[src/rtl/tksd_pkg.sv]
// ----------------------------------------------------------------------------
// tksd_pkg
// Types and constants shared by the terminal key sequence decoder.
// ----------------------------------------------------------------------------
package tksd_pkg;

  localparam int unsigned BYTE_W   = 8;
  localparam int unsigned KEY_W    = 63;
  localparam int unsigned STATUS_W = 3;
  localparam int unsigned REM_W    = 3;
  localparam int unsigned UTF_KEEP = 23;

  localparam logic [BYTE_W-1:0] CHAR_ESC       = 8'h1B;
  localparam logic [BYTE_W-1:0] CHAR_CSI       = 8'h5B;
  localparam logic [BYTE_W-1:0] CHAR_SS_N      = 8'h4E;
  localparam logic [BYTE_W-1:0] CHAR_SS_O      = 8'h4F;
  localparam logic [BYTE_W-1:0] CHAR_ALT_LO    = 8'h61;
  localparam logic [BYTE_W-1:0] CHAR_ALT_HI    = 8'h7A;
  localparam logic [BYTE_W-1:0] CSI_FINAL_LO   = 8'h40;
  localparam logic [BYTE_W-1:0] CSI_FINAL_HI   = 8'hEE;
  localparam logic [BYTE_W-1:0] PLAIN_MAX      = 8'h80;
  localparam logic [BYTE_W-1:0] UTF_LEAD_MIN   = 8'hC0;

  typedef enum logic [2:0] {
    MODE_IDLE = 3'd0,
    MODE_ESC  = 3'd1,
    MODE_CSI  = 3'd2,
    MODE_SS   = 3'd3,
    MODE_UTF8 = 3'd4
  } mode_t;

  typedef enum logic [STATUS_W-1:0] {
    ST_KEY      = 3'd0,
    ST_EOI      = 3'd1,
    ST_CSI_LONG = 3'd2,
    ST_UNKNOWN  = 3'd3,
    ST_BAD_LEAD = 3'd4,
    ST_UTF_LONG = 3'd5
  } status_t;

  typedef struct packed {
    mode_t             mode;
    logic [KEY_W-1:0]  acc;
    logic [REM_W-1:0]  remaining;
    logic              too_long;
  } parse_state_t;

  typedef struct packed {
    logic              valid;
    logic [KEY_W-1:0]  key_code;
    status_t           status;
  } result_t;

endpackage

[src/rtl/tksd_if.sv]
// ----------------------------------------------------------------------------
// tksd_byte_if / tksd_key_if
// Valid/ready channels for terminal bytes and decoded key requests.
// ----------------------------------------------------------------------------
interface tksd_byte_if;
  logic                        valid;
  logic                        ready;
  logic [tksd_pkg::BYTE_W-1:0] in_byte;
  logic                        end_of_input;

  modport source (output valid, output in_byte, output end_of_input, input ready);
  modport sink   (input valid, input in_byte, input end_of_input, output ready);
endinterface

interface tksd_key_if;
  logic                          valid;
  logic                          ready;
  logic [tksd_pkg::KEY_W-1:0]    key_code;
  logic [tksd_pkg::STATUS_W-1:0] status;

  modport source (output valid, output key_code, output status, input ready);
  modport sink   (input valid, input key_code, input status, output ready);
endinterface

[src/rtl/tksd_step.sv]
// ----------------------------------------------------------------------------
// tksd_step
// Next parse state and optional result for one terminal byte.
// ----------------------------------------------------------------------------
module tksd_step (
  input  tksd_pkg::parse_state_t        cur,
  input  logic [tksd_pkg::BYTE_W-1:0]   in_byte,
  input  logic                          end_of_input,
  output tksd_pkg::parse_state_t        nxt,
  output tksd_pkg::result_t             res
);

  logic [tksd_pkg::KEY_W-1:0] shifted;
  logic [tksd_pkg::KEY_W-1:0] utf_acc;
  logic [tksd_pkg::REM_W-1:0] lead_rem;
  logic                       lead_long;
  logic [tksd_pkg::REM_W-1:0] rem_dec;

  assign shifted = {cur.acc[tksd_pkg::KEY_W-tksd_pkg::BYTE_W-1:0], in_byte};
  assign utf_acc = {{(tksd_pkg::KEY_W-tksd_pkg::UTF_KEEP-tksd_pkg::BYTE_W){1'b0}},
                    cur.acc[tksd_pkg::UTF_KEEP-1:0], in_byte};
  assign rem_dec = (cur.remaining != '0) ? cur.remaining - 1'b1 : cur.remaining;

  always_comb begin
    lead_long = 1'b0;
    unique casez (in_byte)
      8'b110?_????: lead_rem = 3'd1;
      8'b1110_????: lead_rem = 3'd2;
      8'b1111_0???: lead_rem = 3'd3;
      8'b1111_10??: lead_rem = 3'd4;
      8'b1111_110?: lead_rem = 3'd5;
      8'b1111_1110: lead_rem = 3'd6;
      8'b1111_1111: begin
        lead_rem  = 3'd7;
        lead_long = 1'b1;
      end
      default: lead_rem = '0;
    endcase
  end

  always_comb begin
    nxt          = cur;
    res.valid    = 1'b0;
    res.key_code = '0;
    res.status   = tksd_pkg::ST_KEY;
    if (end_of_input) begin
      nxt.mode      = tksd_pkg::MODE_IDLE;
      nxt.remaining = '0;
      nxt.too_long  = 1'b0;
      if (cur.mode != tksd_pkg::MODE_ESC && cur.mode != tksd_pkg::MODE_CSI &&
          cur.mode != tksd_pkg::MODE_SS && cur.mode != tksd_pkg::MODE_UTF8) begin
        res.valid  = 1'b1;
        res.status = tksd_pkg::ST_EOI;
      end
    end else begin
      unique case (cur.mode)
        tksd_pkg::MODE_ESC: begin
          nxt.mode = tksd_pkg::MODE_IDLE;
          if (in_byte == tksd_pkg::CHAR_CSI) begin
            nxt.acc  = {{(tksd_pkg::KEY_W-2*tksd_pkg::BYTE_W){1'b0}},
                        tksd_pkg::CHAR_ESC, tksd_pkg::CHAR_CSI};
            nxt.mode = tksd_pkg::MODE_CSI;
          end else if (in_byte == tksd_pkg::CHAR_SS_N || in_byte == tksd_pkg::CHAR_SS_O) begin
            nxt.acc  = {{(tksd_pkg::KEY_W-2*tksd_pkg::BYTE_W){1'b0}},
                        tksd_pkg::CHAR_ESC, in_byte};
            nxt.mode = tksd_pkg::MODE_SS;
          end else if (in_byte >= tksd_pkg::CHAR_ALT_LO && in_byte <= tksd_pkg::CHAR_ALT_HI) begin
            res.valid    = 1'b1;
            res.key_code = {{(tksd_pkg::KEY_W-2*tksd_pkg::BYTE_W){1'b0}},
                            tksd_pkg::CHAR_ESC, in_byte};
          end else begin
            res.valid  = 1'b1;
            res.status = tksd_pkg::ST_UNKNOWN;
          end
        end
        tksd_pkg::MODE_CSI: begin
          nxt.acc = shifted;
          if (in_byte >= tksd_pkg::CSI_FINAL_LO && in_byte <= tksd_pkg::CSI_FINAL_HI) begin
            nxt.mode     = tksd_pkg::MODE_IDLE;
            res.valid    = 1'b1;
            res.key_code = shifted;
          end else if (cur.acc[55:48] != '0) begin
            nxt.mode   = tksd_pkg::MODE_IDLE;
            res.valid  = 1'b1;
            res.status = tksd_pkg::ST_CSI_LONG;
          end
        end
        tksd_pkg::MODE_SS: begin
          nxt.mode     = tksd_pkg::MODE_IDLE;
          nxt.acc      = shifted;
          res.valid    = 1'b1;
          res.key_code = shifted;
        end
        tksd_pkg::MODE_UTF8: begin
          nxt.acc       = utf_acc;
          nxt.remaining = rem_dec;
          if (rem_dec == '0) begin
            nxt.mode  = tksd_pkg::MODE_IDLE;
            res.valid = 1'b1;
            if (cur.too_long) begin
              nxt.too_long = 1'b0;
              res.status   = tksd_pkg::ST_UTF_LONG;
            end else begin
              res.key_code = utf_acc;
            end
          end
        end
        default: begin
          nxt.mode = tksd_pkg::MODE_IDLE;
          if (in_byte == tksd_pkg::CHAR_ESC) begin
            nxt.mode = tksd_pkg::MODE_ESC;
          end else if (in_byte <= tksd_pkg::PLAIN_MAX) begin
            res.valid    = 1'b1;
            res.key_code = {{(tksd_pkg::KEY_W-tksd_pkg::BYTE_W){1'b0}}, in_byte};
          end else if (in_byte < tksd_pkg::UTF_LEAD_MIN) begin
            res.valid  = 1'b1;
            res.status = tksd_pkg::ST_BAD_LEAD;
          end else begin
            nxt.acc       = {{(tksd_pkg::KEY_W-tksd_pkg::BYTE_W){1'b0}}, in_byte};
            nxt.remaining = lead_rem;
            nxt.too_long  = lead_long;
            nxt.mode      = tksd_pkg::MODE_UTF8;
          end
        end
      endcase
    end
  end

endmodule

[src/rtl/terminal_key_sequence_decoder_top.sv]
// ----------------------------------------------------------------------------
// terminal_key_sequence_decoder_top
// Assembles terminal bytes into key codes and error status requests.
// ----------------------------------------------------------------------------
// A completing byte is held in the input register, and its result then in the
// output register; the byte waits while a held request is not yet accepted.
// Throughput: one byte per cycle while the output register is free or taken.
// A byte that completes no key produces no output request.
// Reset (rst, synchronous, active high) empties both stages and returns the
// parser to idle with a zero accumulator.
module terminal_key_sequence_decoder_top (
  input  logic         clk,
  input  logic         rst,
  tksd_byte_if.sink    byte_stream,
  tksd_key_if.source   key_stream
);

  logic                         in_vld;
  logic [tksd_pkg::BYTE_W-1:0]  in_byte_q;
  logic                         eoi_q;
  tksd_pkg::parse_state_t       state;
  tksd_pkg::parse_state_t       state_next;
  tksd_pkg::result_t            res;
  logic                         out_vld;
  logic [tksd_pkg::KEY_W-1:0]   key_code_q;
  tksd_pkg::status_t            status_q;
  logic                         advance;

  assign advance           = in_vld && (!out_vld || key_stream.ready);
  assign byte_stream.ready = !in_vld || advance;

  tksd_step u_step (
    .cur          (state),
    .in_byte      (in_byte_q),
    .end_of_input (eoi_q),
    .nxt          (state_next),
    .res          (res)
  );

  always_ff @(posedge clk) begin
    if (rst) begin
      in_vld          <= 1'b0;
      out_vld         <= 1'b0;
      state.mode      <= tksd_pkg::MODE_IDLE;
      state.acc       <= '0;
      state.remaining <= '0;
      state.too_long  <= 1'b0;
    end else begin
      if (byte_stream.valid && byte_stream.ready) begin
        in_vld    <= 1'b1;
        in_byte_q <= byte_stream.in_byte;
        eoi_q     <= byte_stream.end_of_input;
      end else if (advance) begin
        in_vld <= 1'b0;
      end
      if (advance) begin
        state <= state_next;
      end
      if (advance && res.valid) begin
        out_vld    <= 1'b1;
        key_code_q <= res.key_code;
        status_q   <= res.status;
      end else if (key_stream.ready) begin
        out_vld <= 1'b0;
      end
    end
  end

  assign key_stream.valid    = out_vld;
  assign key_stream.key_code = key_code_q;
  assign key_stream.status   = status_q;

endmodule

[src/flat_wrapper.sv]
// flat-port wrapper written by rule: the top's interface ports become plain ports
module terminal_key_sequence_decoder_top_flat 
  (clk, rst, byte_stream_valid, byte_stream_in_byte, byte_stream_end_of_input, byte_stream_ready, key_stream_valid, key_stream_key_code, key_stream_status, key_stream_ready);
  tksd_byte_if byte_stream_i ();
  tksd_key_if key_stream_i ();
  input  logic clk;
  input  logic rst;
  input wire logic [$bits(byte_stream_i.valid)-1:0] byte_stream_valid;
  input wire logic [$bits(byte_stream_i.in_byte)-1:0] byte_stream_in_byte;
  input wire logic [$bits(byte_stream_i.end_of_input)-1:0] byte_stream_end_of_input;
  output wire logic [$bits(byte_stream_i.ready)-1:0] byte_stream_ready;
  output wire logic [$bits(key_stream_i.valid)-1:0] key_stream_valid;
  output wire logic [$bits(key_stream_i.key_code)-1:0] key_stream_key_code;
  output wire logic [$bits(key_stream_i.status)-1:0] key_stream_status;
  input wire logic [$bits(key_stream_i.ready)-1:0] key_stream_ready;
  assign byte_stream_i.valid = byte_stream_valid;
  assign byte_stream_i.in_byte = byte_stream_in_byte;
  assign byte_stream_i.end_of_input = byte_stream_end_of_input;
  assign byte_stream_ready = byte_stream_i.ready;
  assign key_stream_valid = key_stream_i.valid;
  assign key_stream_key_code = key_stream_i.key_code;
  assign key_stream_status = key_stream_i.status;
  assign key_stream_i.ready = key_stream_ready;
  terminal_key_sequence_decoder_top u_core (.clk(clk), .rst(rst), .byte_stream(byte_stream_i), .key_stream(key_stream_i));
endmodule
[config.mk]
export PLATFORM = sky130hd
export DESIGN_NAME = terminal_key_sequence_decoder_top_flat
export DESIGN_NICKNAME = d
export VERILOG_FILES = /design/src/rtl/tksd_pkg.sv /design/src/rtl/tksd_if.sv /design/src/rtl/tksd_step.sv /design/src/rtl/terminal_key_sequence_decoder_top.sv /design/src/flat_wrapper.sv
export SDC_FILE = /design/constraint.sdc
export NUM_CORES = 1
export LEC_CHECK = 0
export BUFFER_PORTS_ARGS = -buffer_cell sky130_fd_sc_hd__buf_2
export CORE_ASPECT_RATIO = 1.2
export CORE_MARGIN = 2
export CORE_UTILIZATION = 60
export CTS_BUF_LIST = sky130_fd_sc_hd__clkbuf_8
export DETAILED_ROUTE_END_ITERATION = 12
export MAX_ROUTING_LAYER = met4
export PLACE_DENSITY = 0.93
export SLEW_MARGIN = 20
export SYNTH_ARGS = -nofsm -noshare
export SYNTH_HDL_FRONTEND = slang
export SYNTH_HIERARCHICAL = 1
export SYNTH_SLANG_ARGS = --single-unit
[constraint.sdc]
create_clock -name clk -period 8.59 [get_ports clk]
set_clock_uncertainty 0.2 [all_clocks]
set_input_delay 1.718 -clock clk [delete_from_list [all_inputs] [get_ports clk]]
set_output_delay 1.718 -clock clk [all_outputs]
set_load 0.01 [all_outputs]
==> qor.csv, run 1 <==
metric;value;unit
worstReg2RegStart;u_core/state[67];
period_needed;4.16;ns
pwr-share-comb;6.2;%
crit_cells;4;
worstPathArrival;2.24;ns
instances_no_fill;894;
gp_congestion;0.927;
cellPowerDensity;161;nW/um^2
setup_tns;0;ns
start_kind;input pin;
post_cts_resized;0;
dp_hpwl;9.84;mm
synth_warnings;6;
globalRouteOverflowTotal;0;
reg2reg_to;u_core/key_stream.key_code[17];
crit_end;byte_stream_ready;
dp.cells;862;
grt_pass1_wl;24.2;mm
start_util;61.0;%
syn_area;7360;sq um
firstDrtPassIters;7;
cts.sinks;140;
htreeDepth;4;
timing.final.crit_share;48.4;%
cts_hold_buf;0;
die-area;13200;sq um
power.leakage;2.87;nW
die_h;125;um
totalPowerFinal;1.28;mW
rsz0062_at_grt;no;
post_route_cells_drive_above_1_share;19.6;%
path_max_fanout;5;
worst_pin_slew;1.10;ns
finalWirelength;15.0;mm
rows;44;
p_clk_share;37.7;%
clk_pin_slew;0.09;ns
status;complete, no violations;
grt_pass1_vias;4959;
core_area;12100;sq um
cp_num_buf_inv;2;
cts_setup_buffers;0;
numCtsBuffers;17;
synth_cells;665;
cp_slowest_cell;nor2b_4;
intPower;958;uW
dpl-instance-area;7610;sq um
gr-usage-all-layers;23.6;%
reg2reg_depth;7;
switching_power;326;uW
clk_latency;0.44;ns
r2r_slack;5.14;ns
grt_max_degree;131;
startpoint;key_stream_ready;
final-setup-viol-count;0;
max_freq;240;MHz
seqPwrFrac;56.2;%
drcViolationCount;0;
syn_nets;680;
crit_path_max_incr_delay;0.18;ns
fin_area;7980;sq um
worst_path_most_repeated_cell;buf_2;
endpoint_kind;primary output;
pin_count;81;
vdd.ir_drop.worst;0.0859;mV
p_sw_share;25.4;%
cts_max_path_buffers;2;
crit_chain;buf_2, nor2b_4, nand2_1, buf_2;
cp_top_family;simple AND/OR/NAND/NOR gates;
ctsRootBufferMaster;clkbuf_8;
grt_antenna_before_repair;0;
drv_slew;0;
num_vias;5238;
num-nets-final;735;
path_class;input pin to primary output;
io_buffers;80;
wire_per_inst;16.7;um
cap_violations;0;
tritoncts;yes;
hold_violations;0;
die_w;105;um
nFillCells;876;
vias_per_cell;5.86;
avgSynthCellArea;11.1;sq um
drtAntennaViolNets;0;
antenna_cells;0;
worst_ep_required_time;6.67;ns
drt_iter0_markers;476;
relSlewSlack;26.6;%
area_growth;8.42;%
hold_class;flop to flop;
[worst min-delay path by stage]
| stage | start | to | slack (ns) | depth (start not counted) |
|---|---|---|---|---|
| finish | u_core/state[53] | u_core/state[53] | 0.31 | 2 |
| global route | u_core/state[59] | u_core/state[59] | 0.34 | 2 |
| CTS | u_core/state[53] | u_core/state[53] | 0.31 | 2 |
| detailed placement | u_core/state[53] | u_core/state[53] | 0.30 | 2 |
| global placement | u_core/state[59] | u_core/state[59] | 0.27 | 2 |
| floorplan | u_core/state[59] | u_core/state[59] | 0.26 | 2 |
[area by class of cell]
| class | instances | area, sq um | area share [%] |
|---|---|---|---|
| Multi-Input combinational cell | 467 | 3380 | 42.4 |
| Inverter | 7 | 26.3 | 0.329 |
| Tap cell | 161 | 201 | 2.52 |
| Clock buffer | 17 | 234 | 2.93 |
| Timing Repair Buffer | 87 | 453 | 5.68 |
| Clock inverter | 15 | 130 | 1.63 |
| Sequential cell | 140 | 3550 | 44.5 |
[power by group through the flow]
stage	clock (mW)	sequential (mW)	combinational [mW]
floorplan	0	0.738	0.0676
global placement	0	0.736	0.0764
detailed placement	0	0.736	0.0785
CTS	0.492	0.721	0.0789
global route	0.519	0.722	0.0850
finish	0.483	0.721	0.0792
[layout by cell type (no fill, tap or decap), drive strengths merged, types with 3 or more instances in the layout]
master / n
nand2b: 134
buf: 87
edfxtp: 75
mux2i: 65
dfxtp: 65
and2: 52
a22o: 44
a21oi: 25
nor2: 23
clkbuf: 17
nand2: 16
inv: 16
o21ai: 13
nor3: 7
o2bb2ai: 5
nor2b: 5
and3: 4
o22ai: 4
or3: 4
a21o: 4
nor3b: 4
clkinvlp: 3
a221oi: 3
o22a: 3
o21a: 3
nor4: 3
clkinv: 3
and3b: 3
[tightest hold or removal path: stages, from the launching register on]
cell	delay, ns
dfxtp_1	0.34
nand2b_1	0.07
mux2i_1	0.05
[metal layers]
metal	GRT usage (%)	up-vias	routed length, um
met5	-	-	0
met4	10.2	0	435
met3	4.90	35	853
met2	39.2	229	7630
met1	27.7	2485	6050
li1	-	2489	-
[state kept, by name (all words and copies together) (netlist names)]
| register | count |
|---|---|
| u_core/eoi_q | 1 |
| u_core/in_byte_q | 8 |
| u_core/in_vld | 1 |
| u_core/key_stream.key_code | 63 |
| u_core/key_stream.status | 3 |
| u_core/key_stream.valid | 1 |
| u_core/state | 63 |
[stage by stage]
stage / worst slack (ns) / hold slack, ns / utilization, %
final: 4.43 / 0.309 / 66.2
after global routing: 4.38 / 0.340 / 66.2
after CTS: 4.42 / 0.309 / 66.2
after detailed placement: 4.42 / 0.295 / 63.2
after global placement: 4.45 / 0.275 / 63.2
after floorplan: 1.28 / 0.257 / -
(Power assumes the default switching activity.)
==> run 2, diff against run 1 <==
Settings changed: CORE_UTILIZATION 60 to 55, PLACE_DENSITY 0.93 to 0.9.
Clock period 8.59 ns to 3.75 ns, I/O delays scaled along.
==> run 2 against run 1 <==
  * Final cell count increased by 1.0%
  * Routed wire length rose by 12%
  * Worst setup slack worse by 3.7 ns
  * Critical endpoint is now u_core/key_stream.key_code[10]
  * Combinational power is 140% higher
  * Via count increased by 2.2%
  * Critical path depth up 4
  * Non-clock buffer count is 2 higher
  * Largest cell class unchanged
  * Utilization down 4.3 points
  * Sequential power is 130% higher
  * Cell area increased by 1.8%
  * Global-route usage is 1.6 points higher
==> qor.csv, run 2 (synthesis gave the netlist of run 1 again) <==
metric;value;unit;change
status;complete, no violations;;unchanged
p_clk_share;41.7;%;was 37.7%
cap_violations;0;;unchanged
grt_max_degree;114;;was 131
gp_congestion;0.904;;was 0.927
p_sw_share;22.8;%;was 25.4%
utilization;61.9;%;was 66.2%
relSlewSlack;44.6;%;was 26.6%
period_needed;3.01;ns;
wire_per_inst;18.6;um;was 16.7 um
start_util;56.1;%;was 61.0%
firstDrtPassIters;5;;was 7
hold_ws;0.267;ns;was 0.309 ns
tritoncts;yes;;unchanged
path_max_fanout;66;;was 5
hold_violations;0;;unchanged
numCtsBuffers;17;;unchanged
dp_hpwl;11.1;mm;was 9.84 mm
gr-usage-all-layers;25.2;%;was 23.6%
rsz0062_at_grt;no;;unchanged
num_vias;5352;;was 5238
nFillCells;1013;;was 876
finalWirelength;16.8;mm;was 15.0 mm
antenna_cells;0;;unchanged
setup_tns;0;ns;unchanged
drcViolationCount;0;;unchanged
post_route_cells_drive_above_1_share;20.5;%;was 19.6%
use_met2;41.5;%;was 39.2%
cts.sinks;140;;unchanged
seqCellArea;3560;sq um;was 3550 sq um
hold_class;input pin to flop;;was flop to flop
endpoint_kind;flop;;was primary output
start_kind;flop;;was input pin
area_growth;10.4;%;was 8.42%
grtUsageMet1;29.6;%;was 27.7%
rows;46;;was 44
cts_hold_buf;0;;unchanged
clk_pin_slew;0.08;ns;was 0.09 ns
intPower;2.44;mW;was 958 uW
io_buffers;80;;unchanged
worst_pin_slew;0.830;ns;was 1.10 ns
ctsRootBufferMaster;clkbuf_8;;unchanged
grt_antenna_before_repair;0;;unchanged
max_freq;332;MHz;
die-area;14300;sq um;was 13200 sq um
cellPowerDensity;389;nW/um^2;was 161 nW/um^2
cts_setup_buffers;0;;unchanged
grt_pass1_wl;26.7;mm;was 24.2 mm
pin_count;81;;unchanged
switching_power;720;uW;was 326 uW
layout_common_cells;nand2b_1, buf_2, edfxtp_1;;unchanged
power.leakage;2.93;nW;was 2.87 nW
worstPathArrival;2.92;ns;was 2.24 ns
die_w;110;um;was 105 um
grt_pass1_vias;5206;;was 4959
final-setup-viol-count;0;;unchanged
pwr-share-comb;6.0;%;was 6.2%
grtUsageMet3;6.45;%;was 4.90%
drt_iter0_markers;412;;was 476
post_cts_resized;0;;unchanged
drtAntennaViolNets;0;;unchanged
vias_per_cell;5.93;;was 5.86
cts_max_path_buffers;2;;unchanged
path_class;flop to flop;;was input pin to primary output
core_area;13100;sq um;was 12100 sq um
drv_slew;0;;unchanged
worst_ep_required_time;3.66;ns;was 6.67 ns
timing.final.crit_share;80.3;%;
grt-busiest-layer;met2;;unchanged
fin_area;8120;sq um;was 7980 sq um
multi_input_area;3400;sq um;was 3380 sq um
seqPwrFrac;52.3;%;was 56.2%
htreeDepth;4;;unchanged
globalRouteOverflowTotal;0;;unchanged
num-nets-final;737;;was 735
final_common_cell;nand2b_1;;unchanged
vdd.ir_drop.worst;0.266;mV;was 0.0859 mV
clk_latency;0.45;ns;was 0.44 ns
dpl-instance-area;7690;sq um;was 7610 sq um
die_h;131;um;was 125 um
[run 2: changes by cell type in the layout (fill, tap and decap cells not counted), moves of 2 or more]
cell / change
buf_12: +2
bufinv_16: +4
clkinv_2: +2
dfxtp_1: -2
ha_1: -2
inv_6: -4
inv_8: -3
[run 2: power groups by stage]
stage	clock (mW)	sequential (mW)	combinational, mW
floorplan	0	1.69	0.157
global placement	0	1.69	0.185
detailed placement	0	1.69	0.189
CTS	1.34	1.65	0.189
global route	1.41	1.66	0.203
finish	1.32	1.65	0.189
[run 2: through the flow]
step	worst slack (ns)	std cells	power [mW]
4_1_cts	0.793	903	3.18
3_5_place_dp	0.828	871	1.88
3_3_place_gp	0.874	871	1.87
5_1_grt	0.608	903	3.27
6_report	0.740	903	3.16
2_1_floorplan	-0.0253	665	1.84
[run 2: cell type report]
cell class                 count  share of cell area (%)
timing repair buffer          89                    6.07
clock inverter                15                    2.42
sequential                   140                    43.8
inverter                       7                   0.354
tap                          168                    2.59
multi-input combinational    467                    41.9
clock buffer                  17                    2.88
[run 2: worst paths after layout]
kind	startpoint	endpoint	slack (ns)	cells after the start
hold / removal	byte_stream_in_byte[5]	u_core/in_byte_q[5]	0.27	1
setup reg to reg	u_core/in_byte_q[7]	u_core/key_stream.key_code[10]	0.74	8
setup / recovery	u_core/in_byte_q[7]	u_core/key_stream.key_code[10]	0.74	8
hold reg to reg	u_core/state[59]	u_core/state[59]	0.31	2
[run 2: critical path: stages (launching register included)]
cell,delay (ns)
edfxtp_1,0.57
and3_1,0.30
a21oi_1,0.25
o21a_1,0.30
nor4_1,0.08
o22ai_1,0.22
nand2_1,0.13
nor3_4,0.22
buf_12,0.35
[run 2: metal layers]
metal	vias up	share of wire (%)
li1	2495	-
met5	-	0
met3	34	6.7
met1	2597	39
met4	0	2.9
met2	226	51
